==> src/mma_pkg.sv <==
// ----------------------------------------------------------------------------
// Matrix multiply-accumulate package
// Shared field widths, request codes, register indexes, controller states
// and the control bundle passed from the controller to the datapath.
// ----------------------------------------------------------------------------
package mma_pkg;

	// Fixed field widths of the request, response and configuration channels.
	localparam int IDX_W   = 4;
	localparam int CFG_W   = 5;
	localparam int PADDR_W = 4;
	localparam int PDATA_W = 32;

	// Reset value of the three dimension registers.
	localparam logic [CFG_W-1:0] DIM_RESET = 5'd16;

	// Request codes.
	typedef enum logic [1:0] {
		ACT_WRITE_A   = 2'd0,
		ACT_WRITE_B   = 2'd1,
		ACT_PRELOAD_C = 2'd2,
		ACT_COMPUTE   = 2'd3
	} action_t;

	// Configuration register indexes (byte address is four times the index).
	typedef enum logic [1:0] {
		REG_ROWS_OF_A    = 2'd0,
		REG_INNER_DIM    = 2'd1,
		REG_COLS_OF_C    = 2'd2,
		REG_B_TRANSPOSED = 2'd3
	} reg_idx_t;

	// Controller states.
	typedef enum logic [2:0] {
		ST_CLEAR,
		ST_IDLE,
		ST_LOAD,
		ST_MAC,
		ST_DONE
	} state_t;

	// Source of the data written into the C store.
	typedef enum logic [1:0] {
		CSRC_CLEAR,
		CSRC_PRELOAD,
		CSRC_RESULT
	} csrc_t;

	// Datapath control bundle.
	typedef struct packed {
		logic load_acc;
		logic mul_en;
		logic add_en;
	} dp_ctl_t;

endpackage

==> src/mma_ctrl.sv <==
// ----------------------------------------------------------------------------
// Matrix multiply-accumulate controller
// Decodes requests, sequences the C clearing pass and the dot product loop,
// and generates all memory addresses and datapath controls.
// ----------------------------------------------------------------------------
module mma_ctrl #(
	parameter int MAX_DIM = 16
) (
	input  logic                              clk,
	input  logic                              arst_n,
	input  logic                              req_valid,
	output logic                              req_stall,
	input  logic [1:0]                        action,
	input  logic [mma_pkg::IDX_W-1:0]         row,
	input  logic [mma_pkg::IDX_W-1:0]         col,
	input  logic [mma_pkg::CFG_W-1:0]         rows_of_a,
	input  logic [mma_pkg::CFG_W-1:0]         inner_dim,
	input  logic [mma_pkg::CFG_W-1:0]         cols_of_c,
	input  logic                              b_transposed,
	input  logic                              out_busy,
	output logic                              op_we,
	output logic [2*$clog2(MAX_DIM):0]        op_waddr,
	output logic [2*$clog2(MAX_DIM):0]        op_raddr_a,
	output logic [2*$clog2(MAX_DIM):0]        op_raddr_b,
	output logic                              c_we,
	output logic [2*$clog2(MAX_DIM)-1:0]      c_waddr,
	output logic [2*$clog2(MAX_DIM)-1:0]      c_raddr,
	output mma_pkg::csrc_t                    c_src,
	output mma_pkg::dp_ctl_t                  dp_ctl,
	output logic                              finish,
	output logic [mma_pkg::IDX_W-1:0]         cur_row,
	output logic [mma_pkg::IDX_W-1:0]         cur_col
);

	import mma_pkg::*;

	localparam int IW = $clog2(MAX_DIM);
	localparam int CW = 2 * IW;

	state_t          state_q, state_d;
	logic [IW:0]     k_q;
	logic [CW-1:0]   clr_q;
	logic [IDX_W-1:0] row_q, col_q;
	logic            vld_s1, vld_s2;
	logic            fire, in_store, in_use, issue;
	logic [IW-1:0]   row_i, col_i, row_c, col_c, k_i;

	assign row_i = IW'(row);
	assign col_i = IW'(col);
	assign row_c = IW'(row_q);
	assign col_c = IW'(col_q);
	assign k_i   = k_q[IW-1:0];

	// Request decode.
	assign fire     = (state_q == ST_IDLE) && req_valid;
	assign in_store = (32'(row) < MAX_DIM) && (32'(col) < MAX_DIM);
	assign in_use   = (32'(row) < 32'(rows_of_a)) && (32'(col) < 32'(cols_of_c));

	// One term of the dot product is issued per cycle while terms remain.
	assign issue = (state_q == ST_MAC) && (32'(k_q) < MAX_DIM) &&
		(32'(k_q) < 32'(inner_dim));

	// Operand store: A in the lower half, B in the upper half.
	assign op_waddr   = {action == ACT_WRITE_B, row_i, col_i};
	assign op_raddr_a = {1'b0, row_c, k_i};
	assign op_raddr_b = b_transposed ? {1'b1, col_c, k_i} : {1'b1, k_i, col_c};
	assign op_we      = fire && in_store &&
		(action == ACT_WRITE_A || action == ACT_WRITE_B);

	// The C element is read at acceptance so it is ready in the load cycle.
	assign c_raddr = {row_i, col_i};

	assign cur_row = row_q;
	assign cur_col = col_q;

	// Next state and outputs.
	always_comb begin
		state_d          = state_q;
		req_stall        = 1'b1;
		c_we             = 1'b0;
		c_waddr          = {row_i, col_i};
		c_src            = CSRC_PRELOAD;
		finish           = 1'b0;
		dp_ctl.load_acc  = 1'b0;
		dp_ctl.mul_en    = vld_s1;
		dp_ctl.add_en    = vld_s2;
		unique case (state_q)
			ST_CLEAR: begin
				c_we    = 1'b1;
				c_waddr = clr_q;
				c_src   = CSRC_CLEAR;
				if (clr_q == '1) begin
					state_d = ST_IDLE;
				end
			end
			ST_IDLE: begin
				req_stall = 1'b0;
				c_we      = fire && in_store && (action == ACT_PRELOAD_C);
				if (fire && in_store && in_use && (action == ACT_COMPUTE)) begin
					state_d = ST_LOAD;
				end
			end
			ST_LOAD: begin
				dp_ctl.load_acc = 1'b1;
				state_d         = ST_MAC;
			end
			ST_MAC: begin
				if (!issue && !vld_s1 && !vld_s2) begin
					state_d = ST_DONE;
				end
			end
			ST_DONE: begin
				c_waddr = {row_c, col_c};
				c_src   = CSRC_RESULT;
				if (!out_busy) begin
					finish  = 1'b1;
					c_we    = 1'b1;
					state_d = ST_IDLE;
				end
			end
			default: begin
				state_d = ST_IDLE;
			end
		endcase
	end

	// State register, loop counter and issue pipeline.
	always_ff @(posedge clk or negedge arst_n) begin
		if (!arst_n) begin
			state_q <= ST_CLEAR;
			clr_q   <= '0;
			k_q     <= '0;
			vld_s1  <= 1'b0;
			vld_s2  <= 1'b0;
		end else begin
			state_q <= state_d;
			vld_s1  <= issue;
			vld_s2  <= vld_s1;
			if (state_q == ST_CLEAR) begin
				clr_q <= clr_q + 1'b1;
			end
			if (state_q == ST_IDLE) begin
				k_q <= '0;
			end else if (issue) begin
				k_q <= k_q + 1'b1;
			end
		end
	end

	// Indices of the request in progress.
	always_ff @(posedge clk) begin
		if (fire) begin
			row_q <= row;
			col_q <= col;
		end
	end

endmodule

==> config.mk <==
export PLATFORM = sky130hd
export DESIGN_NAME = mma_ctrl
export DESIGN_NICKNAME = d
export VERILOG_FILES = /design/src/mma_pkg.sv /design/src/mma_ctrl.sv
export SDC_FILE = /design/constraint.sdc
export NUM_CORES = 1
export LEC_CHECK = 0
export BUFFER_PORTS_ARGS = -buffer_cell sky130_fd_sc_hd__buf_2
export CAP_MARGIN = 20
export CORE_UTILIZATION = 50
export CTS_CLUSTER_SIZE = 8
export DETAILED_ROUTE_END_ITERATION = 10
export HOLD_SLACK_MARGIN = 0.1
export PLACE_DENSITY = 0.86
export SETUP_SLACK_MARGIN = 0.4
export SLEW_MARGIN = 10
export SYNTH_ARGS = -nofsm -noshare
export SYNTH_HDL_FRONTEND = slang
export SYNTH_SLANG_ARGS = --single-unit
==> constraint.sdc <==
create_clock -name clk -period 3.5 [get_ports clk]
set_clock_uncertainty 0.2 [all_clocks]
set_input_delay 0.35 -clock clk [delete_from_list [all_inputs] [get_ports clk]]
set_output_delay 0.35 -clock clk [all_outputs]
set_load 0.05 [all_outputs]
==> out/results.tsv <==
stage	metric	value	unit
timing	timing.fmax	354.4	MHz
floorplan	start_util	0.5377	
yosys	ys_ff_latch	26	
cells_and_area	n_antenna_cell	0	
yosys	synth_area	1837	sq um
timing	hold_ws	0.2287	ns
pwr	sw_frac_of_total	0.5749	
pwr	pwr-share-clk	0.075	
yosys	ys_warn_count	0	
clocking	clkTransAtPathRegs	0.13	ns
pwr	ir_drop	499.1	uV
timing	hold_viol_final	0	
clocking	worstSkewPairLatency	0.31	ns
placement	gp_congestion	0.8164	
routing	routed_wl	3896	microns
pwr	leakage	1.168	nW
yosys	syn_nets	233	
outcome	outcome	finished clean	
placement	io_buffers	87	
global_route	grt_max_degree	20	
routing	initialDrtViolationCount	47	
timing	rsz0062_at_grt	no	
yosys	postSynthAreaPerCell	9.617	sq um
job	maxCapViolations	0	
routing	drc	0	
global_route	grt_pass1_wl	6492	microns
timing	slew_violations	0	
timing	post-route-period-util	0.8063	
yosys	yosys.area.top_type	dfrtp_1	
setup_path	crit_arrival	2.27	ns
setup_path	cp_max_fo	16	
pwr	pwr-share-comb	0.632	
setup_path	critPathLaunch	state_q[2]$_DFFE_PN0P_	
routing	vias	1561	
cells_and_area	syn_to_final_growth	22.07	%
routing	vias_per_cell	5.068	
setup_path	end_kind	output port	
setup_path	r2r-start	state_q[2]$_DFFE_PN0P_	
global_route	grt_overflow	0	
setup_path	cp-start-kind	register	
routing	drtPass1Iterations	4	
cells_and_area	final_common_cell	buf_2	
global_route	grt_pass1_vias	1433	
timing	relSlewSlack	0.5458	
setup_path	worstSetupEndpoint	op_we	
routing	ant_nets	0	
floorplan	rows	21	
setup_path	r2r-end	state_q[0]$_DFFE_PN0P_	
pwr	p_seq_frac	0.293	
cells_and_area	design_area	2242	sq um
global_route	antenna_found_initial	0	
clocking	cts_buffer_depth	2	
floorplan	core_area	3416	sq um
timing	setup_viol	0	
pwr	power.internal	717.8	uW
setup_path	reg2reg_depth	4	
cells_and_area	drive_gt1_frac	0.3931	
clocking	tritoncts	built	
floorplan	die_w	62.61	microns
placement	dp_hpwl	3014	microns
timing	layout_min_cycle_time	2.822	ns
timing	tns	0	ns
clocking	h-tree-depth	1	
yosys	synth_cell_types	35	
setup_path	cp.required	2.95	ns
clocking	cts.sinks	26	
timing	tightestPinTransition	0.6813	ns
floorplan	ioPinCount	90	
floorplan	die_y	62.61	microns
yosys	synth_cells	191	
worst_hold_path	hold_depth	0	
pwr	p_per_area	753.1	nW/um^2
clocking	cts.root.buffer_cell	clkbuf_4	
pwr	power.switching	970.8	uW
yosys	synth.top_cell.area_share	0.2452	
yosys	seq_area_frac_synth	0.3760	
cells_and_area	fin_nets	305	
floorplan	dieArea	3920	sq um
placement	dpl-instance-area	2116	sq um
cells_and_area	most-common-layout-cells	buf_2 (87), dfrtp_1 (18), inv_1 (15), nor2_1 (15)	
clocking	cts-buffers-inserted	3	
worst_hold_path	worstHoldPathType	register to register	
routing	wl_per_cell	12.65	microns
setup_path	criticalPathCategory	register to output port	
setup_path	rrSetupSlack	1.23	ns
yosys	synth.area.top_cells	dfrtp_1 (25%), edfxtp_1 (13%), buf_4 (11%)	
global_route	track_usage	0.2023	
clocking	cts_resized	0	
## registers in the layout, indices dropped and copies added (netlist names)
name and count:
clr_q 8, k_q 5, cur_col 4, cur_row 4
state_q 3, vld_s1 1, vld_s2 1
## worst min-delay path by stage
stage / start / to
CTS: req_valid / state_q[1]$_DFFE_PN0P_
floorplan: arst_n / clr_q[0]$_DFFE_PN0N_
finish: vld_s1$_DFF_PN0_ / vld_s2$_DFF_PN0_
global route: vld_s1$_DFF_PN0_ / vld_s2$_DFF_PN0_
global placement: arst_n / vld_s1$_DFF_PN0_
detailed placement: arst_n / vld_s2$_DFF_PN0_
## worst max-delay path: stages (launching register included)
cell	delay, ns
dfrtp_1	0.65
nor3b_4	0.43
and2_1	0.41
nor2b_1	0.19
buf_2	0.27
## cells by family after synthesis
logic type	Yosys count	share of synthesized area
and+or+nand+nor	59	0.1737
muxes	17	0.09810
buffers and inverters	46	0.1512
xor gates and xnor gates	8	0.03814
AOI/OAI and AO/OA	21	0.07697
DFF	26	0.3760
adders and majority gates	12	0.08174
other	2	0.004089
## cell usage after synthesis
master and number:
a41oi_1 1, edfxtp_1 8, nor3b_4 1, nand2_1 12, conb_1 2, inv_1 15
o21ai_1 1, nor3_2 1, ha_1 12, or4_1 1, mux2_2 8, a211oi_1 2
dfrtp_1 18, and3_1 2, o21ai_0 3, mux2i_1 9, and2_1 2, o311ai_0 1
nor2_1 15, xnor2_1 4, xor2_1 4, nand3b_1 1, nor2b_1 6, nand3_1 6
a21oi_1 10, buf_4 28, o221ai_1 1, a31o_2 1, clkbuf_1 3, nor3b_1 1
and4_1 1, nand2b_1 5, nand4_1 4, nor4b_1 1, a31oi_4 1
## final cells by class
| type | instances | area [sq um] |
|---|---|---|
| clock buffers | 3 | 22.52 |
| clock inverters | 1 | 3.754 |
| fillers | 282 | 1174 |
| inverters | 15 | 56.30 |
| multi-input cells | 119 | 868.3 |
| flip-flops and latches | 26 | 690.7 |
| well taps | 46 | 57.56 |
| repair buffers | 98 | 543.0 |
## timing repair
item,CTS,global route
buffers inserted,0,0
hold endpoints to repair,27,0
hold buffers,10,0
## through the flow
step | utilization | std cells | total power, mW | setup WS, ns
floorplan | - | 191 | 1.347 | 0.8715
global placement | 0.6194 | 294 | 1.541 | 1.112
detailed placement | 0.6194 | 294 | 1.560 | 1.060
CTS | 0.6564 | 308 | 1.695 | 0.6791
global route | 0.6564 | 308 | 1.789 | 0.5513
finish | 0.6564 | 308 | 1.689 | 0.6779
## power by group through the flow
stage / sequential (mW) / clock, mW / combinational [mW]
final: 0.496 / 0.126 / 1.07
after floorplan: 0.536 / 0 / 0.812
after detailed placement: 0.501 / 0 / 1.06
after CTS: 0.495 / 0.129 / 1.07
after global placement: 0.497 / 0 / 1.04
after global routing: 0.512 / 0.141 / 1.14
## metal layers
metal / vias to the layer above / GRT usage / routed length [microns]
met4: 0 / 0.05233 / 0
met5: - / 0 / 0
met2: 65 / 0.3438 / 1922
met3: 0 / 0.01277 / 208
met1: 726 / 0.2787 / 1765
li1: 770 / - / -
Note: power is estimated with default switching activity, not from simulation.
