File: src/mma_pkg.sv
// ----------------------------------------------------------------------------
// Matrix multiply-accumulate package
// Shared field widths, request codes, register indexes, controller states
// and the control bundle passed from the controller to the datapath.
// ----------------------------------------------------------------------------
package mma_pkg;

	// Fixed field widths of the request, response and configuration channels.
	localparam int IDX_W   = 4;
	localparam int CFG_W   = 5;
	localparam int PADDR_W = 4;
	localparam int PDATA_W = 32;

	// Reset value of the three dimension registers.
	localparam logic [CFG_W-1:0] DIM_RESET = 5'd16;

	// Request codes.
	typedef enum logic [1:0] {
		ACT_WRITE_A   = 2'd0,
		ACT_WRITE_B   = 2'd1,
		ACT_PRELOAD_C = 2'd2,
		ACT_COMPUTE   = 2'd3
	} action_t;

	// Configuration register indexes (byte address is four times the index).
	typedef enum logic [1:0] {
		REG_ROWS_OF_A    = 2'd0,
		REG_INNER_DIM    = 2'd1,
		REG_COLS_OF_C    = 2'd2,
		REG_B_TRANSPOSED = 2'd3
	} reg_idx_t;

	// Controller states.
	typedef enum logic [2:0] {
		ST_CLEAR,
		ST_IDLE,
		ST_LOAD,
		ST_MAC,
		ST_DONE
	} state_t;

	// Source of the data written into the C store.
	typedef enum logic [1:0] {
		CSRC_CLEAR,
		CSRC_PRELOAD,
		CSRC_RESULT
	} csrc_t;

	// Datapath control bundle.
	typedef struct packed {
		logic load_acc;
		logic mul_en;
		logic add_en;
	} dp_ctl_t;

endpackage

File: src/mma_dp.sv
// ----------------------------------------------------------------------------
// Matrix multiply-accumulate datapath
// Registered signed multiplier, wide exact accumulator and final saturation
// of the sum to the C element range.
// ----------------------------------------------------------------------------
module mma_dp #(
	parameter int MAX_DIM       = 16,
	parameter int OPERAND_WIDTH = 16,
	parameter int ACCUM_WIDTH   = 48
) (
	input  logic                   clk,
	input  mma_pkg::dp_ctl_t       dp_ctl,
	input  logic [OPERAND_WIDTH-1:0] a_data,
	input  logic [OPERAND_WIDTH-1:0] b_data,
	input  logic [ACCUM_WIDTH-1:0] c_data,
	output logic [ACCUM_WIDTH-1:0] result,
	output logic                   saturated
);

	import mma_pkg::*;

	localparam int IW  = $clog2(MAX_DIM);
	localparam int PW  = 2 * OPERAND_WIDTH;
	localparam int MW  = (PW > ACCUM_WIDTH) ? PW : ACCUM_WIDTH;
	localparam int SW  = MW + IW + 2;
	localparam int TW  = SW - ACCUM_WIDTH + 1;

	localparam logic [ACCUM_WIDTH-1:0] POS_MAX = {1'b0, {(ACCUM_WIDTH-1){1'b1}}};
	localparam logic [ACCUM_WIDTH-1:0] NEG_MIN = {1'b1, {(ACCUM_WIDTH-1){1'b0}}};

	logic signed [PW-1:0] prod_s2;
	logic signed [SW-1:0] acc_q;
	logic [TW-1:0]        top_bits;

	// Product of one A and one B element.
	always_ff @(posedge clk) begin
		if (dp_ctl.mul_en) begin
			prod_s2 <= $signed(a_data) * $signed(b_data);
		end
	end

	// Exact accumulation, seeded with the stored C element.
	always_ff @(posedge clk) begin
		if (dp_ctl.load_acc) begin
			acc_q <= SW'($signed(c_data));
		end else if (dp_ctl.add_en) begin
			acc_q <= acc_q + SW'(prod_s2);
		end
	end

	// The sum fits when every bit above the result's sign bit equals it.
	assign top_bits  = acc_q[SW-1:ACCUM_WIDTH-1];
	assign saturated = !((&top_bits) || !(|top_bits));
	assign result    = saturated ? (acc_q[SW-1] ? NEG_MIN : POS_MAX) :
		acc_q[ACCUM_WIDTH-1:0];

endmodule

File: config.mk
export PLATFORM = sky130hd
export DESIGN_NAME = mma_dp
export DESIGN_NICKNAME = d
export VERILOG_FILES = /design/src/mma_pkg.sv /design/src/mma_dp.sv
export SDC_FILE = /design/constraint.sdc
export NUM_CORES = 1
export LEC_CHECK = 0
export ABC_AREA = 1
export BUFFER_PORTS_ARGS = -buffer_cell sky130_fd_sc_hd__buf_2
export CORE_MARGIN = 2
export CORE_UTILIZATION = 30
export CTS_BUF_LIST = sky130_fd_sc_hd__clkbuf_4 sky130_fd_sc_hd__clkbuf_8
export DETAILED_ROUTE_END_ITERATION = 8
export REMOVE_ABC_BUFFERS = 1
export SLEW_MARGIN = 40
export SYNTH_ARGS = -nofsm -noshare
export SYNTH_HDL_FRONTEND = slang
export SYNTH_SLANG_ARGS = --single-unit
export TNS_END_PERCENT = 20
File: constraint.sdc
create_clock -name clk -period 6.68 [get_ports clk]
set_input_delay 1.336 -clock clk [delete_from_list [all_inputs] [get_ports clk]]
set_output_delay 1.336 -clock clk [all_outputs]
set_load 0.1 [all_outputs]
==> metrics.txt, run 1 <==
status=complete, no violations; Die Ht=257 um; Max Root-Sink Buffers=2; First-pass DRT Iterations=6; Slew Viols, Final=0; DP HPWL=just over 50000 um; DRT antenna net count=0; cell taking the most area after synthesis=fa_1; Post-Syn Area=0.0191 sq mm; row cnt=just over 90; Clk pin slew, worst setup/hold paths=0.09 ns; I/O Pins=~130; YS warnings=0; Slew @ Worst Pin=a little under 0.8 ns; PostCTS Resize Cnt=0; number of global-route vias before repair=roughly 17000; via-per-instance ratio=4.45; WL final=between 50000 and 60000 um; post-synth top area share=between 20% and 30%; top post-synthesis cells by area=fa_1 (28%), nand2_1 (18%), inv_1 (15%); chip width=257 um; flops & latches, synth=86; CP Max Fanout=16; Layout area overhead=11.2%; H-tree Lvls=3; GPL Wtd Cong=between 0.9 and 1; arrival time at the worst endpoint=around 6.4 ns; Clock Skew=approximately 0.013 ns; Crit. End Element=flip-flop; wire per inst=between 15 and 20 um; initial antenna violation count=0; RSZ-0062 raised after global routing=no; Layout Nets=3393; Worst setup SP type=input port; syn avg cell area=a little under 7 sq um; Iteration-0 DRC Markers=1031; CTS sink count=86; first-pass GRT wire length=about 90000 um; Final Hold Viols=0; Max-slew headroom=~48%; Root Driver=clkbuf_8; hold_buf cts=0; final setup vio count=0; layout cells sized above 1=roughly 10%; CTS tree=done; required time of the worst setup path=approximately 7 ns; DIE AREA=~0.066 sq mm; post-layout minimum cycle time=between 6 and 7 ns; GRT Total Usage=between 10% and 20%; DRC Markers=0; via count=roughly 17000; commonest non-fill, non-tap cells in the layout=nand2_1 (906), inv_1 (743), fa_1 (263); CTS Buf Count=9; I/O Buffers=132; cell count after synthesis=roughly 2800; GR Overflow Total=0; Min-Delay Path Class=flip-flop to flip-flop; final hold slack=around 0.68 ns; worst-skew pair later-pin latency=approximately 0.40 ns; Ant. Diodes=0; Max Fclk=about 160 MHz; Initial Utilization=30.3%; register area share after synthesis=13.5%; commonest non-fill, non-tap cell in the layout=nand2_1; Tcrit/Tclk final=between 90% and 100%; CORE AREA=0.0631 sq mm; # Post-CTS Setup Buffers=0; maxcap violations=0; Setup CP Type=input port to flip-flop; Synth cell types=39; largest net degree at the start of global routing=a little over 60
[registers in the layout (all words and copies together) (netlist names)]
signal	flops
acc_q	54
prod_s2	32
[worst max-delay path, stage by stage]
cell	delay, ns
buf_2	0.33
nand2_1	0.13
fa_1	0.52
inv_1	0.05
fa_1	0.51
inv_1	0.06
fa_1	0.52
inv_1	0.05
fa_1	0.39
fa_1	0.51
inv_1	0.04
fa_1	0.47
inv_1	0.04
ha_1	0.33
a21oi_1	0.24
o21ai_0	0.21
a21oi_1	0.27
nor2_1	0.07
nor2_1	0.09
nand2_1	0.07
xor2_1	0.14
[stage by stage]
step                      setup slack (ns)  util, %  cells  cell area [sq um]  TNS (ns)
after floorplan                      -1.62        -   2698              18800    -76.33
after global placement              0.0534     33.4   3745              21100         0
after detailed placement            0.0217     33.4   3746              21100         0
after CTS                            0.456     33.7   3762              21300         0
after global routing                 0.123     33.7   3762              21300         0
final                                0.449     33.7   3762              21300         0
[final cells by class]
class,count,area [sq um]
clock inverters,5,36.3
multi-input cells,1861,13400
inverters,751,2820
well taps,846,1060
repair buffers,202,1210
flip-flops and latches,86,2580
clock buffers,11,139
fillers,7005,41800
[logic make-up (layout without fill, tap and decap cells)]
logic type | Yosys count | in the layout | share of synthesized area [%]
AO/OA/AOI/OAI | 186 | 186 | 5.10
buffers and inverters | 831 | 969 | 16.4
flip-flops | 86 | 86 | 13.5
adder cells (fa/ha/maj) | 398 | 398 | 36.3
AND/OR/NAND/NOR | 1230 | 1230 | 26.5
XOR/XNOR | 47 | 47 | 2.15
[cells in the mapped netlist]
cell      instances
a21boi_2          1
buf_6             1
buf_1             3
clkbuf_2          1
and2_1            3
a21oi_1          85
xnor2_1          19
nor3_1           14
nand3_2           6
o21a_1            2
and2_4            1
a21o_1            4
ha_1            135
nor2_1          100
nand2_1         906
edfxtp_1         86
nor3_2            6
nand3_1         110
o21bai_1          5
a31oi_1           2
clkinv_1          3
inv_2             5
xor2_1           28
o21ai_2           1
buf_2             5
fa_1            263
nand3b_1          6
nor2_2           27
clkbuf_1         70
o21ai_0          79
or2_2            15
nand4_1          24
nor4_1            1
inv_1           743
o21ai_1           5
o31ai_1           1
nand2_2           8
o211ai_1          1
or2_1             3
[layer usage]
metal  wire length (um)  GRT usage (%)  vias to the layer above
li1                   -              -                     8431
met1              26900           24.0                     7881
met2              26700           30.3                      375
met3               2470           1.98                       69
met4               1360           4.72                        0
met5                  0              0                        -
[path summary, 6_finish.rpt]
path	slack (ns)	startpoint	end	depth (start not counted)
max	0.45	b_data[8]	prod_s2[28]	21
min reg2reg	0.68	acc_q[0]	acc_q[0]	3
min	0.68	acc_q[0]	acc_q[0]	3
max reg2reg	3.84	prod_s2[31]	acc_q[38]	11
Power of run 1 is not shown: default switching activity piles up to over one toggle a cycle in this logic, so the estimate is an artifact.
==> run 2, diff against run 1 <==
Clock period 6.68 ns to 8 ns, I/O delays scaled along.
==> run 2 against run 1 <==
  * Sequential share of layout area up 0.27 points
  * Non-clock buffer count down 63
  * Die area unchanged
  * First-iteration DRC count down 11%
  * Sequential cell count unchanged
  * Clock skew up 0.0036 ns
  * Worst setup slack better by 0.61 ns
  * Global-route usage down 0.053 points
  * Critical path depth down 2
  * Utilization down 0.74 points
  * Final cell count down 1.7%
==> metrics.txt, run 2 (synthesis gave the netlist of run 1 again) <==
number of global-route vias before repair=around 16000; post-layout minimum cycle time=just under 7 ns; I/O Buffers=132; Final Hold Viols=0; H-tree Lvls=3; Layout Nets=3330; first-pass GRT wire length=91900 um; GR Overflow Total=0; status=complete, no violations; Iteration-0 DRC Markers=roughly 920; setup ws final=between 1 and 1.5 ns; CTS sink count=between 80 and 90; max FFs per register=54; row cnt=a little over 90; placed cell count=about 3700; crit path cell chain=buf_2 > nand2_1 > inv_1 > fa_1 > fa_1 > fa_1 > fa_1 > fa_1 > inv_1 > fa_1 > inv_1 > ha_1 > a21oi_1 > o21ai_0 > a21oi_1 > nand3_1 > nand2_1 > nand2_1 > xor2_1; layout cells sized above 1=7.89%; DIE AREA=0.0658 sq mm; final total negative setup slack=0 ns; initial antenna violation count=0; Slew Viols, Final=0; final hold slack=0.674 ns; Slew @ Worst Pin=roughly 0.7 ns; via-per-instance ratio=4.43; worst-skew pair later-pin latency=0.42 ns; Top reg by flops=acc_q; PostCTS Resize Cnt=0; final setup vio count=0; Die Ht=257 um; most frequent CP cell=fa_1; I/O Pins=approximately 130; WL final=a little under 60000 um; biggest regs=acc_q x54, prod_s2 x32; Worst setup SP type=input port; CP top delay family=adder cells; CTS tree=done; CP Max Fanout=16; CP Buf/Inv Count=4; DRT antenna net count=0; arrival time at the worst endpoint=between 7 and 8 ns; required time of the worst setup path=about 8.2 ns; FF/Latch Area=about 0.0026 sq mm; Initial Utilization=a little under a third; Crit. End Element=flip-flop; GRT Total Usage=between 10% and 20%; CTS Buf Count=9; dpl ws=roughly 0.6 ns; hold_buf cts=0; Layout area overhead=8.72%; Tcrit/Tclk final=between 80 and 90%; commonest non-fill, non-tap cell in the layout=nand2_1; DP HPWL=49800 um; maxcap violations=0; # Post-CTS Setup Buffers=0; footprint of the multi-input gates=0.0134 sq mm; Ant. Diodes=0; Min-Delay Path Class=flip-flop to flip-flop; RSZ-0062 raised after global routing=no; Crit path largest cell delay=around 0.88 ns; chip width=about 260 um; DRC Markers=0; Max-slew headroom=a little over half; CORE AREA=around 0.063 sq mm; Max Root-Sink Buffers=2; Setup CP Type=input port to flip-flop; fin cells=approximately 3700; CP max stage cell=fa_1; # fillers=7006; Max Fclk=144 MHz; Root Driver=clkbuf_8; Clock Skew=about 0.017 ns; largest net degree at the start of global routing=62; First-pass DRT Iterations=5; wire per inst=15.6 um; Clk pin slew, worst setup/hold paths=0.10 ns; via count=approximately 16000; GPL Wtd Cong=about 0.95; commonest non-fill, non-tap cells in the layout=nand2_1 (906), inv_1 (743), fa_1 (263)
run 2: final cells by class:
class	count	share of cell area, %
Inverter	751	13.6
Multi-Input combinational cell	1861	64.6
Timing Repair Buffer	139	3.43
Sequential cell	86	12.4
Clock inverter	6	0.331
Clock buffer	10	0.632
Tap cell	846	5.09
run 2: per-layer routing:
layer  wire [um]  share of wire (%)  up-vias  track usage [%]
met3        2550                4.4       23             1.55
met5           0                  0        -                0
met1       27300                 47     7743             24.9
met4         525               0.91        0             2.44
met2       27300                 47      322             30.5
li1            -                  -     8293                -
run 2: worst reg2reg max path: cells and delay by family, from the launching register on:
| family | cells | cell delay [ns] |
|---|---|---|
| fa+ha+maj | 1 | 0.55 |
| buf+inv | 1 | 0.23 |
| flops | 1 | 0.36 |
| simple gates | 9 | 1.49 |
run 2: per-stage QoR:
step | utilization [%] | instance area [sq um]
final | 33.0 | 20800
after floorplan | - | 18800
after CTS | 33.0 | 20800
after detailed placement | 32.7 | 20600
after global routing | 33.0 | 20800
after global placement | 32.7 | 20600
run 2: final timing paths:
check / from / end / slack, ns / depth (start not counted)
setup / recovery: b_data[1] / prod_s2[27] / 1.06 / 19
setup reg to reg: prod_s2[31] / acc_q[38] / 5.11 / 11
hold / removal: acc_q[0] / acc_q[0] / 0.67 / 3
hold reg to reg: acc_q[0] / acc_q[0] / 0.67 / 3
Power of run 2 is left out for the same reason.
